## src/sv/dss_pkg.sv

```systemverilog
// Shared constants, register codes and queue status type for the diffusion stencil sweep.
package dss_pkg;

  localparam int DSS_MAX_WIDTH   = 1024;
  localparam int DSS_SAMPLE_BITS = 32;
  localparam int DSS_MAX_HEIGHT  = 4096;

  localparam int DSS_CFG_INDEX_BITS     = 2;
  localparam int DSS_CFG_DATA_BITS      = 17;
  localparam int DSS_CFG_WIDTH_BITS     = 11;
  localparam int DSS_HEIGHT_BITS        = 13;
  localparam int DSS_ROW_BITS           = 12;
  localparam int DSS_CENTER_GAIN_BITS   = 17;
  localparam int DSS_NEIGHBOR_GAIN_BITS = 15;

  localparam int DSS_GRID_MIN          = 3;
  localparam int DSS_CENTER_GAIN_MAX   = 65536;
  localparam int DSS_NEIGHBOR_GAIN_MAX = 16384;

  localparam int DSS_GRID_WIDTH_RESET    = 64;
  localparam int DSS_GRID_HEIGHT_RESET   = 64;
  localparam int DSS_CENTER_GAIN_RESET   = 65536;
  localparam int DSS_NEIGHBOR_GAIN_RESET = 0;

  // results are Q.16; products are Q.32
  localparam int DSS_FRAC_BITS = 16;
  localparam int DSS_ROUND     = 32768;

  localparam int DSS_QUEUE_DEPTH = 4;
  localparam int DSS_QPTR_BITS   = $clog2(DSS_QUEUE_DEPTH);
  localparam int DSS_QCNT_BITS   = $clog2(DSS_QUEUE_DEPTH + 1);

  typedef enum logic [DSS_CFG_INDEX_BITS-1:0] {
    DSS_REG_GRID_WIDTH    = 2'd0,
    DSS_REG_GRID_HEIGHT   = 2'd1,
    DSS_REG_CENTER_GAIN   = 2'd2,
    DSS_REG_NEIGHBOR_GAIN = 2'd3
  } dss_reg_t;

  typedef struct packed {
    logic                     nonempty;
    logic [DSS_QCNT_BITS-1:0] level;
  } dss_qstat_t;

endpackage

```

## src/sv/dss_queue.sv

```systemverilog
// Short word queue between the operand front end and the arithmetic back end.
module dss_queue #(
  parameter int DATA_BITS = 5 * dss_pkg::DSS_SAMPLE_BITS + 1
) (
  input  logic                 clk,
  input  logic                 rst_n,
  input  logic                 push,
  input  logic [DATA_BITS-1:0] push_data,
  input  logic                 pop,
  output logic [DATA_BITS-1:0] head_data,
  output dss_pkg::dss_qstat_t  q_stat
);

  localparam int PB    = dss_pkg::DSS_QPTR_BITS;
  localparam int NB    = dss_pkg::DSS_QCNT_BITS;
  localparam int DEPTH = dss_pkg::DSS_QUEUE_DEPTH;

  logic [DATA_BITS-1:0] entry_r [DEPTH];
  logic [PB-1:0]        wr_ptr_r, wr_ptr_nxt;
  logic [PB-1:0]        rd_ptr_r, rd_ptr_nxt;
  logic [NB-1:0]        level_r, level_nxt;

  always_comb begin
    wr_ptr_nxt = (wr_ptr_r == PB'(DEPTH - 1)) ? '0 : wr_ptr_r + PB'(1);
    rd_ptr_nxt = (rd_ptr_r == PB'(DEPTH - 1)) ? '0 : rd_ptr_r + PB'(1);
    level_nxt  = level_r + NB'(push) - NB'(pop);
  end

  always_ff @(posedge clk) begin
    if (!rst_n) begin
      wr_ptr_r <= '0;
      rd_ptr_r <= '0;
      level_r  <= '0;
    end else begin
      level_r <= level_nxt;
      if (push) begin
        wr_ptr_r <= wr_ptr_nxt;
      end
      if (pop) begin
        rd_ptr_r <= rd_ptr_nxt;
      end
    end
  end

  always_ff @(posedge clk) begin
    if (push) begin
      entry_r[wr_ptr_r] <= push_data;
    end
  end

  assign head_data       = entry_r[rd_ptr_r];
  assign q_stat.nonempty = level_r != '0;
  assign q_stat.level    = level_r;

  a_no_underflow: assert property (@(posedge clk) disable iff (!rst_n)
    pop |-> (level_r != '0))
    else $error("pop from an empty queue");

endmodule

```

## config.mk

```make
export PLATFORM = sky130hd
export DESIGN_NAME = dss_queue
export DESIGN_NICKNAME = d
export VERILOG_FILES = /design/src/sv/dss_pkg.sv /design/src/sv/dss_queue.sv
export SDC_FILE = /design/constraint.sdc
export NUM_CORES = 1
export LEC_CHECK = 0
export ABC_CLOCK_PERIOD_IN_PS = 12700
export BUFFER_PORTS_ARGS = -buffer_cell sky130_fd_sc_hd__buf_2
export CORE_ASPECT_RATIO = 0.6
export CORE_MARGIN = 2
export CORE_UTILIZATION = 50
export DETAILED_ROUTE_END_ITERATION = 8
export PLACE_DENSITY = 0.76
export SETUP_SLACK_MARGIN = 0.4
export SYNTH_ARGS = -nofsm -noshare
export SYNTH_HDL_FRONTEND = slang
export SYNTH_SLANG_ARGS = --single-unit
```

## constraint.sdc

```tcl
create_clock -name clk -period 12.7 [get_ports clk]
set_input_delay 0.635 -clock clk [delete_from_list [all_inputs] [get_ports clk]]
set_output_delay 0.635 -clock clk [all_outputs]
set_load 0.005 [all_outputs]
```

# Word level (Yosys, flattened, before mapping)
# Memory sizes are Yosys's and may differ from the RTL's. A register that Yosys moved wholly into a read port is not among the register bits.
# Cells that the tools add are included.
# Widths: inputs -> output; s select.
# totals
input_bits,165
ram_bits,644
output_inout_bits,165
elab_cells,17
mem_count,1
reg_bits,7
# memory_table
memory,depth,word_bits,rd,rd_ports_with_merged_regs,wr,line,text
entry_r,4,161,1,1,1,dss_queue.sv:18,logic [DATA_BITS-1:0] entry_r [DEPTH];
# classes
addsub,4
reduce_logical,1
mux,6
eq_ne,2
# ops
cell,count
$mux 2,4
$add 2x1->2 const B,2
$eq 2x2->1 const B,2
$add 3x1->3,1
$reduce_bool 3->1,1
$sub 3x1->3,1
$mux 1,2

# Depth between registers and ports, before layout
# logic_depth
word_depth,4
mapped_depth,8
ltp_nobuf,8

# Worst setup path after synthesis
# Ideal clock, no wire load.
# synth_timing
path_kind,input -> register
startpoint,input port push
endpoint,"memory entry_r[0][0] (netlist bit), enable pin"
required_time_ns,12.160
stages,1
setup_slack_ns,7.857
arrival_ns,4.303
n_path_buf,0
setup_time_ns,0.540
path_cell_list,and2_1
# synth_via
elab_chain_cells,2
# synth_lines
element,line,text
"start, declared",dss_queue.sv:7,"input logic push,"
$mux 1,dss_queue.sv:46,if (push) begin
$mux 1 (implied by the code),dss_queue.sv:47,entry_r[wr_ptr_r] <= push_data;
"end, declared",dss_queue.sv:18,
# Every way passes these cells.

==> results.md <==
* Distinct cell type count after synthesis at 17
* Port Buffers at 329
* Max FO, Critical Path at 59
* Post-synthesis xor/xnor area fraction at 0.0952%
* Hold Crit Endpoint: entry_r[2][17]$_DFFE_PP_
* Bufs on Longest Clock Path at 3
* R2R setup slack at 9.35 ns
* Die extent in x at 285 um
* Placed cell count at 1819
* Unrepaired setup endpoints after global routing: false
* Fraction of the mapped netlist area in adder cells at 0.455%
* Share of layout cells above drive strength 1 at 45.7%
* Routing usage on met1 at between 20% and 30%
* Sw frac at about a fifth
* GRT Max-Usage Layer: met2
* Antenna violations before repair at 9
* RR Endpoint: entry_r[0][90]$_DFFE_PP_
* Critical path arrival at 2.87 ns
* # DRC at 0
* Compound-Gate Fraction of Synth Area at 0.0423%
* HPWL Detailed at approximately 27000 um
* Largest family of logic cells by synthesized area: multiplexers
* Area of the multi-input gates at 0.00388 mm2
* Clock sink total at 653
* CP Class: reg -> out
* First-pass iteration count of the detailed router at 5
* Gr usage total at 18.1%
* Reg area at 0.0195 mm2
* Pins Over Slew Limit at 0
* Hold Crit Depth at 1
* Dpl cell area at 0.0260 mm2
* FF-to-FF Start: wr_ptr_r[0]$_SDFFE_PN0P_
* Register share of total power at 55.7%
* Placeable Area at 0.0465 mm2
* TritonCTS clock tree: built
* Drt wl/cell at between 20 and 25 um
* Outcome: finished clean
* Yosys reg bits at between 600 and 700
* Syn Inst Count at around 880
* Synthesized cell area at 0.0237 mm2
* Slew margin rel. at 30.7%
* TritonCTS Buffers at 55
* Switch Pwr at slightly above 0.0009 W
* Sequential-to-total area share from yosys stat at 82.5%
* First-pass GRT wire length at 66700 um
* Lkg Pwr at 9.23 nW
* Worst-skew pair later-pin latency at 0.58 ns
* Crit path launch type: flip-flop
* Worst-Margin Slew at between 1 and 1.5 ns
* Row cnt at 61
* Gpl congestion at just over 0.7
* Multiplexer share of the synthesized area at 15.4%
* Tmin final at between 3 and 4 ns
* Vias in the first global route at 10900
* Largest net degree at the start of global routing at 66
* Syn avg cell area at 26.8 um2
* Met3 Track Usage GR at 5.11%
* Nets at about 1400
* Clk pwr share at 36.5%
* Fin crit share at roughly 28%
* Synth Area in Simple Gates at 0.349%
* Drt total wl at around 45000 um
* Root Driver: clkbuf_16
* Power per Cell Area at 161 mW/mm2
* Max Cap Violations at 0
* Comb power frac at 7.9%
* Total number of vias at 10500
* R2r worst-path depth at 5
* Clock skew at roughly 0.012 ns
* Crit path capture type: output port
* Worst path required time at 12.06 ns
* Post-CTS setup buffers at 0
* H-Tree Depth at 2
* Post-cts gate resize count at 0
* Hold_buf cts at 0
* Worst Hold Launch: push_data[17]
* Iter 0 DRT Violations at 940
* Int Pwr at 0.00355 W
* Syn-to-layout area delta at 17.3%
* Final setup viols at 0
* Fmax at 285 MHz
* HP Class: in -> reg
* Synth warn at 0
* Fin Setup TNS at 0 ns
* Ports at 330
* Hold Fails Final Rpt at 0
* Worst IR drop on VDD at 124 uV
* Die area at 0.0491 mm2
* Fillers at 3170
* Finished Cell Area at 0.0277 mm2
* Post-DR vias/cell at 5.45
* Util after Layout at 59.7%
* Die Span Y at 172 um
* Fin cells at between 1500 and 2000
* Initial Util at 50.9%
* GRT met2 Usage at 29.7%
* Synth Net Count at 1056
* Clk slew on worst S/H paths at 0.07 ns
* Final ANT Viol Nets at 0
* Total gr overflow at 0
-- kinds of logic (layout without fill, tap and decap cells) --
group | Yosys count | after routing
other | 0 | 8
buffers and inverters | 42 | 447
muxes | 163 | 163
DFF | 653 | 653
xor gates and xnor gates | 1 | 1
adders and majority gates | 8 | 8
AOI/OAI and AO/OA | 2 | 2
and+or+nand+nor | 14 | 14
-- metrics by stage --
step / worst slack (ns) / hold WS [ns] / total power, W
finish: 9.19 / 0.268 / 0.00447
global route: 8.91 / 0.243 / 0.00464
CTS: 9.05 / 0.235 / 0.00453
detailed placement: 9.01 / 0.511 / 0.00289
global placement: 9.02 / 0.474 / 0.00288
floorplan: 7.86 / 0.476 / 0.00273
-- per-layer routing --
metal	up-vias	share of wire (%)
met5	-	0.093
met4	8	1.8
met3	75	7.5
met2	320	50
met1	5541	40
li1	4561	-
-- worst max-delay path by stage --
stage / startpoint / to / slack [ns] / cells past startpoint
finish: flip-flop / head_data[52] / 9.19 / 3
global route: flip-flop / head_data[10] / 8.91 / 3
CTS: flip-flop / head_data[52] / 9.05 / 3
detailed placement: push / entry_r[0][87]$_DFFE_PP_ / 9.01 / 4
global placement: push / entry_r[0][94]$_DFFE_PP_ / 9.02 / 4
floorplan: push / entry_r[0][0]$_DFFE_PP_ / 7.86 / 1
-- registers in the layout, indices dropped and copies added (netlist names), named ones only --
register  flops
wr_ptr_r      2
level_r       3
rd_ptr_r      2
entry_r     644
-- critical path: stages (launching register included) --
cell	delay, ns
dfxtp_4	0.82
buf_4	0.77
mux4_2	0.45
buf_2	0.16
-- power groups by stage --
stage,logic [W],registers (W),clock network (W)
finish,0.000351,0.00249,0.00163
global route,0.000381,0.00250,0.00176
CTS,0.000360,0.00249,0.00168
detailed placement,0.000358,0.00254,0
global placement,0.000350,0.00253,0
floorplan,0.000197,0.00253,0
-- area by class of cell --
| type | count | area share, % |
|---|---|---|
| Tap cell | 630 | 2.84 |
| Clock inverter | 27 | 0.826 |
| Multi-Input combinational cell | 188 | 14.0 |
| Inverter | 6 | 0.0812 |
| Sequential cell | 653 | 70.4 |
| Antenna cell | 8 | 0.0722 |
| Clock buffer | 72 | 5.49 |
| Timing Repair Buffer | 342 | 6.29 |
-- cell usage after synthesis --
cell type,number,share of area [%]
mux4_2,161,15
mux2i_1,2,0.085
or3b_2,2,0.074
or3_1,1,0.026
nand2b_1,2,0.053
buf_2,18,0.38
edfxtp_1,644,82
xnor3_1,1,0.095
and2_1,5,0.13
fa_1,1,0.085
dfxtp_1,9,0.76
inv_1,6,0.095
ha_1,7,0.37
a21oi_1,2,0.042
clkbuf_1,7,0.11
nor2_1,4,0.063
buf_6,11,0.52
-- cells in the final DEF, fill, tap and decap left out, drive strengths merged, types with 2 or more instances in the layout --
cell type,synthesis,layout
nor2,4,4
mux2i,2,2
clkinvlp,0,3
diode,0,8
mux4,161,161
dfxtp,9,9
inv,6,6
nand2b,2,2
clkinv,0,20
buf,29,342
or3b,2,2
a21oi,2,2
ha,7,7
and2,5,5
clkbuf,7,72
bufinv,0,4
edfxtp,644,644
No activity file was read; power rests on OpenSTA's default activity.
