### src/sv/dss_pkg.sv
// Shared constants, register codes and queue status type for the diffusion stencil sweep.
package dss_pkg;

  localparam int DSS_MAX_WIDTH   = 1024;
  localparam int DSS_SAMPLE_BITS = 32;
  localparam int DSS_MAX_HEIGHT  = 4096;

  localparam int DSS_CFG_INDEX_BITS     = 2;
  localparam int DSS_CFG_DATA_BITS      = 17;
  localparam int DSS_CFG_WIDTH_BITS     = 11;
  localparam int DSS_HEIGHT_BITS        = 13;
  localparam int DSS_ROW_BITS           = 12;
  localparam int DSS_CENTER_GAIN_BITS   = 17;
  localparam int DSS_NEIGHBOR_GAIN_BITS = 15;

  localparam int DSS_GRID_MIN          = 3;
  localparam int DSS_CENTER_GAIN_MAX   = 65536;
  localparam int DSS_NEIGHBOR_GAIN_MAX = 16384;

  localparam int DSS_GRID_WIDTH_RESET    = 64;
  localparam int DSS_GRID_HEIGHT_RESET   = 64;
  localparam int DSS_CENTER_GAIN_RESET   = 65536;
  localparam int DSS_NEIGHBOR_GAIN_RESET = 0;

  // results are Q.16; products are Q.32
  localparam int DSS_FRAC_BITS = 16;
  localparam int DSS_ROUND     = 32768;

  localparam int DSS_QUEUE_DEPTH = 4;
  localparam int DSS_QPTR_BITS   = $clog2(DSS_QUEUE_DEPTH);
  localparam int DSS_QCNT_BITS   = $clog2(DSS_QUEUE_DEPTH + 1);

  typedef enum logic [DSS_CFG_INDEX_BITS-1:0] {
    DSS_REG_GRID_WIDTH    = 2'd0,
    DSS_REG_GRID_HEIGHT   = 2'd1,
    DSS_REG_CENTER_GAIN   = 2'd2,
    DSS_REG_NEIGHBOR_GAIN = 2'd3
  } dss_reg_t;

  typedef struct packed {
    logic                     nonempty;
    logic [DSS_QCNT_BITS-1:0] level;
  } dss_qstat_t;

endpackage

### src/sv/dss_back.sv
// Back end: neighbor sum, gain multiplies, rounding and saturation into the output register.
module dss_back #(
  parameter int SAMPLE_BITS = dss_pkg::DSS_SAMPLE_BITS
) (
  input  logic                                         clk,
  input  logic                                         rst_n,
  input  logic [dss_pkg::DSS_CENTER_GAIN_BITS-1:0]     center_gain,
  input  logic [dss_pkg::DSS_NEIGHBOR_GAIN_BITS-1:0]   neighbor_gain,
  input  dss_pkg::dss_qstat_t                          q_stat,
  input  logic [5*SAMPLE_BITS:0]                       head_data,
  output logic                                         pop,
  output logic                                         out_valid,
  input  logic                                         out_stall,
  output logic signed [SAMPLE_BITS-1:0]                out_new_value,
  output logic                                         out_last_of_frame
);

  localparam int SB = SAMPLE_BITS;
  localparam int PW = SB + 18;
  localparam int AW = SB + 19;
  localparam int QW = AW - dss_pkg::DSS_FRAC_BITS;

  logic          advance;
  logic [SB-1:0] h_ctr, h_up, h_down, h_left, h_right;
  logic          h_last;
  logic [SB+1:0] sum_nxt;

  logic          s1_valid_r, s1_last_r;
  logic [SB-1:0] s1_ctr_r;
  logic [SB+1:0] s1_sum_r;

  logic          s2_valid_r, s2_last_r;
  logic [PW-1:0] p0_nxt, p1_nxt, p0_r, p1_r;

  logic [AW-1:0] acc;
  logic [QW-1:0] q;
  logic [SB-1:0] sat;
  logic          fits;

  logic                 out_valid_r, out_last_r;
  logic signed [SB-1:0] out_value_r;

  // whole pipe moves together unless the output word is held
  assign advance = ~out_valid_r | ~out_stall;
  assign pop     = advance & q_stat.nonempty;

  assign h_right = head_data[SB-1:0];
  assign h_left  = head_data[2*SB-1:SB];
  assign h_down  = head_data[3*SB-1:2*SB];
  assign h_up    = head_data[4*SB-1:3*SB];
  assign h_ctr   = head_data[5*SB-1:4*SB];
  assign h_last  = head_data[5*SB];

  assign sum_nxt = {{2{h_up[SB-1]}}, h_up} + {{2{h_down[SB-1]}}, h_down}
                 + {{2{h_left[SB-1]}}, h_left} + {{2{h_right[SB-1]}}, h_right};

  // operands zero/sign extended to the product width; the exact product fits
  assign p0_nxt = {{18{s1_ctr_r[SB-1]}}, s1_ctr_r} * {{(SB + 1){1'b0}}, center_gain};
  assign p1_nxt = {{16{s1_sum_r[SB+1]}}, s1_sum_r} * {{(SB + 3){1'b0}}, neighbor_gain};

  always_comb begin
    acc  = {p0_r[PW-1], p0_r} + {p1_r[PW-1], p1_r} + AW'(dss_pkg::DSS_ROUND);
    q    = acc[AW-1:dss_pkg::DSS_FRAC_BITS];
    fits = (q[QW-1:SB-1] == '0) || (q[QW-1:SB-1] == '1);
    if (fits) begin
      sat = q[SB-1:0];
    end else if (q[QW-1]) begin
      sat = {1'b1, {(SB - 1){1'b0}}};
    end else begin
      sat = {1'b0, {(SB - 1){1'b1}}};
    end
  end

  always_ff @(posedge clk) begin
    if (!rst_n) begin
      s1_valid_r  <= 1'b0;
      s2_valid_r  <= 1'b0;
      out_valid_r <= 1'b0;
    end else if (advance) begin
      s1_valid_r  <= pop;
      s2_valid_r  <= s1_valid_r;
      out_valid_r <= s2_valid_r;
    end
  end

  always_ff @(posedge clk) begin
    if (advance) begin
      s1_ctr_r    <= h_ctr;
      s1_sum_r    <= sum_nxt;
      s1_last_r   <= h_last;
      p0_r        <= p0_nxt;
      p1_r        <= p1_nxt;
      s2_last_r   <= s1_last_r;
      out_value_r <= $signed(sat);
      out_last_r  <= s2_last_r;
    end
  end

  assign out_valid         = out_valid_r;
  assign out_new_value     = out_value_r;
  assign out_last_of_frame = out_last_r;

  a_pop_lands: assert property (@(posedge clk) disable iff (!rst_n)
    pop |=> s1_valid_r)
    else $error("popped word lost before the sum stage");

endmodule
### config.mk
export PLATFORM = sky130hd
export DESIGN_NAME = dss_back
export DESIGN_NICKNAME = d
export VERILOG_FILES = /design/src/sv/dss_pkg.sv /design/src/sv/dss_back.sv
export SDC_FILE = /design/constraint.sdc
export NUM_CORES = 2
export LEC_CHECK = 0
export ABC_AREA = 1
export BUFFER_PORTS_ARGS = -buffer_cell sky130_fd_sc_hd__buf_2
export CORE_ASPECT_RATIO = 1.1
export CORE_MARGIN = 4
export CORE_UTILIZATION = 30
export DETAILED_ROUTE_END_ITERATION = 12
export GPL_TIMING_DRIVEN = 0
export PLACE_DENSITY = 0.5
export SLEW_MARGIN = 15
export SYNTH_ARGS = -nofsm -noshare
export SYNTH_HDL_FRONTEND = slang
export SYNTH_SLANG_ARGS = --single-unit
### constraint.sdc
create_clock -name clk -period 20.3 [get_ports clk]
set_clock_uncertainty 0.1 [all_clocks]
set_input_delay 6.09 -clock clk [delete_from_list [all_inputs] [get_ports clk]]
set_output_delay 6.09 -clock clk [all_outputs]
set_load 0.03 [all_outputs]
---- Word-level counts from Yosys, hierarchy flattened ----
Index checks and enable logic that the tools add are counted.
storage, ports and cells
  register bits after elaboration ......... 204
  input bits .............................. 200
  output and inout bits ................... 35
  word-level logic and storage cells ...... 27
cells by class
  add/sub/neg operators ................... 5
  multiply operators ...................... 2
  equality and inequality tests ........... 1
  multiplexer cells ....................... 2
  bitwise logic cells ..................... 4
  reductions and logical operators ........ 2
operators by type and width
  cell                                                               count
  32-bit two-way mux                                                 2
  50-bit by 50-bit adder with 51-bit output                          1
  51-bit by 16-bit adder with 51-bit output (second input constant)  1
  32-bit by 18-bit multiplier with 50-bit output                     1
  34-bit by 16-bit multiplier with 50-bit output                     1
  33-bit by 32-bit adder with 34-bit output                          1
  34-bit adder                                                       1
  32-bit by 32-bit adder with 33-bit output                          1
  4-bit == test (second input constant)                              1
  4-bit zero test                                                    1
  1-bit NOT                                                          2
  1-bit bitwise AND                                                  1
  1-bit logical OR                                                   1
  1-bit bitwise OR                                                   1

---- Depth between registers and ports, before layout ----
  depth in word-level cells ............... 5
  gate-level depth with buffers ........... 29
  mapped depth without buffers ............ 27

---- Least setup slack after synthesis ----
No wires, ideal clock.
  kind .................................... in2out
  from .................................... input out_stall
  to ...................................... output pop
  arrival time ............................ 11.083 ns
  required time ........................... 14.110 ns
  slack ................................... 3.027 ns
  cell stages on the path ................. 3
  buffers on the path ..................... 0
  cells stage by stage .................... nand2_1 nand2_1 inv_1
between the ends
  longest elaborated chain between the ends .. 3
RTL lines
  element            RTL line        source
  start, declared    dss_back.sv:13  input logic out_stall,
  1-bit NOT          dss_back.sv:44  assign advance = ~out_valid_r | ~out_stall;
  1-bit bitwise OR   dss_back.sv:44
  1-bit bitwise AND  dss_back.sv:45  assign pop = advance & q_stat.nonempty;
  end, declared      dss_back.sv:11  output logic pop,
Every way passes these cells.

---- Final worst setup path ----
Ends and elaborated chain as after synthesis.

==> key figures <==
Outcome
  – Outcome: completed

STA
  – Worst slew margin: 14.37%
  – Final Hold Vio Count: 0
  – Slew Limit Fails: 0
  – Min Tclk post-route: 13.16 ns
  – Crit share post-route: between 60% and 70%
  – RSZ-0062 raised after global routing: no
  – Worst-margin pin slew: approximately 1.3 ns
  – Final Setup Violations: 0
  – Setup_tns: 0 ns
  – Fmax: approximately 0.076 GHz

Final layout
  – Synth-to-layout area growth: 9.709%
  – Final nets: slightly above 8000
  – Commonest non-fill, non-tap cell in the layout: inv_1
  – Most frequent cells in the layout: inv_1 (1798), nand2_1 (1571), fa_1 (1066)
  – Layout cell share with drive strength beyond 1: roughly 5.1%
  – Fillers: about 18000

Setup path
  – Crit path kind: in2out
  – R2r worst-path depth: 22
  – Cell family with most CP delay: simple AND/OR/NAND/NOR gates
  – Cell Chain, Critical Path: buf_2 > nand2_4 > nand2_1 > inv_1 > buf_2
  – WP depth: 5
  – CP arrival: 6.97 ns
  – CP bufs+invs: 3
  – Max stage delay cell, worst path: nand2_4
  – Cell mode on critical path: buf_2
  – CP Capture Type: primary output
  – Worst Path Required: between 10 and 15 ns
  – CP startpoint kind: input port
  – Crit-path max FO: 27
  – Worst stage delay on the critical path: 0.36 ns

Clock network
  – Worst-Skew Late Latency: a little over 0.7 ns
  – Clk buf depth: 3
  – CTS Sinks: 204
  – Post-CTS resize count: 0
  – Num CTS Buffers: 30
  – CTS tree: built
  – CTS Hold Bufs: 0
  – Post-CTS Setup Bufs: 0
  – Clock slew at reported path FFs: about 0.05 ns
  – H-Tree Depth: 1
  – CTS root buf: clkbuf_16

Synth
  – Main synth FF type: edfxtp_1
  – Seq cells post-synth: between 200 and 250
  – Post-synth top area cell: fa_1
  – Syn Inst Count: around 6300
  – Post-synth ARST share: 0%
  – Unique masters post-synth: 47
  – Post-Syn Area per Cell: 8.192 sq um
  – Synthesis warning total: 0
  – Seq/Total Area, Yosys: between 10% and 20%
  – Post-synth top area share: between 40% and 50%
  – Synthesized cell area: 0.05174 sq mm
  – Number of synthesized flops with an enable pin: approximately 200
  – Post-Syn Nets: 7948
  – Top area cells in the synthesized netlist: fa_1 (41%), inv_1 (13%), edfxtp_1 (12%)

GRT
  – First-pass GRT wire length: 251800 um
  – Initial antenna violation count: 7
  – Grt total ovfl: 0
  – Tot GR Track Use: between 10% and 20%
  – Pin count of the biggest net entering global routing: 58
  – Number of global-route vias before repair: 42830

Placement
  – Routability Congestion: slightly above 0.9
  – Dpl hpwl: approximately 140000 um
  – Port Buffers: 216

Floorplanning
  – Starting Density: 30.24%
  – Die W: between 400 and 500 um
  – Die Y: 443.6 um
  – Row cnt: 159
  – Core footprint: about 0.17 sq mm
  – Io pins: approximately 240
  – Die area: between 0.15 and 0.2 sq mm

Detailed routing
  – Drt first pass iters: 7
  – Iter 0 DRT Violations: 2647
  – Vias per inst: 4.577
  – DRC: 0
  – Final wirelength: about 160000 um
  – ANT nets after route: 0
  – DR WL/cell: about 19 um
  – Vias: roughly 41000

Run
  – MaxCap Viol Count: 0

Min path
  – Hold depth: 0
  – HP Class: reg2reg
[kinds of logic after synthesis]
logic type / after synthesis / share of synthesized area [%]
and+or+nand+nor: 2032 / 15.57
buffers and inverters: 2027 / 14.84
AOI/OAI and AO/OA: 459 / 4.981
DFF: 204 / 11.78
xor gates and xnor gates: 162 / 2.742
adders and majority gates: 1432 / 50.09
[sequential cells by signal, summed over array words and instances, names as in the netlist]
signal             cells
out_new_value         32
p0_r                  50
s1_ctr_r              32
s1_sum_r              34
s2_last_r              1
s1_last_r              1
out_valid              1
s1_valid_r             1
out_last_of_frame      1
s2_valid_r             1
p1_r                  50
[synthesized netlist by cell type, types with 25 or more instances]
| cell | number |
|---|---|
| o21ai_0 | 116 |
| o21bai_1 | 25 |
| nand2_1 | 1572 |
| nand3_1 | 119 |
| fa_1 | 1066 |
| inv_1 | 1798 |
| edfxtp_1 | 201 |
| xnor2_1 | 53 |
| a21oi_1 | 223 |
| ha_1 | 366 |
| a31oi_1 | 27 |
| nor2_1 | 237 |
| xor2_1 | 109 |
| clkbuf_1 | 209 |
[routing by layer]
metal / share of wire [%] / global-route usage (%) / vias up
met2: 46 / 30.07 / 1110
met1: 43 / 24.57 / 20280
met5: 0.025 / 0 / -
met3: 6.5 / 3.208 / 247
li1: - / - / 18860
met4: 4.2 / 6.847 / 6
[worst reg2reg max path, delay by kind of cell, from the launching register on]
family / cells / cell delay [ns]
compound gates: 1 / 0.11
flops: 1 / 0.32
simple gates: 6 / 1.25
fa+ha+maj: 6 / 3.56
buf+inv: 8 / 1.62
xor+xnor: 1 / 0.16
[stage by stage]
step / instances / area (sq um) / utilization, % / hold slack, ns / setup slack [ns]
6_report: 8849 / 56770 / 33.18 / 0.3200 / 7.144
5_1_grt: 8844 / 56750 / 33.17 / 0.3344 / 7.042
4_1_cts: 8844 / 56750 / 33.17 / 0.3263 / 7.098
3_5_place_dp: 8790 / 55750 / 32.58 / 0.3132 / 6.952
3_3_place_gp: 8786 / 55640 / 32.52 / 0.3034 / 0.4510
2_1_floorplan: 6316 / 51740 / - / 0.3003 / 3.027
[final timing paths]
kind | start | to | slack (ns)
max reg2reg | s1_ctr_r[31]$_DFFE_PN_ | p0_r[48]$_DFFE_PN_ | 12.88
min reg2reg | s2_last_r$_DFFE_PN_ | out_last_of_frame$_DFFE_PN_ | 0.32
max | out_stall | pop | 7.14
min | s2_last_r$_DFFE_PN_ | out_last_of_frame$_DFFE_PN_ | 0.32
[cell type report]
type / instances / area (sq um) / area share (%)
clock inverters: 22 / 249.0 / 0.4386
diodes: 5 / 12.51 / 0.02204
well taps: 2254 / 2820 / 4.968
flip-flops and latches: 204 / 6096 / 10.74
clock buffers: 32 / 758.2 / 1.336
repair buffers: 220 / 1176 / 2.072
plain buffers: 218 / 885.9 / 1.561
multi-input cells: 4085 / 37980 / 66.90
inverters: 1809 / 6790 / 11.96
Power is not shown: default switching activity piles up to over one toggle a cycle in this logic, so the estimate is an artifact.
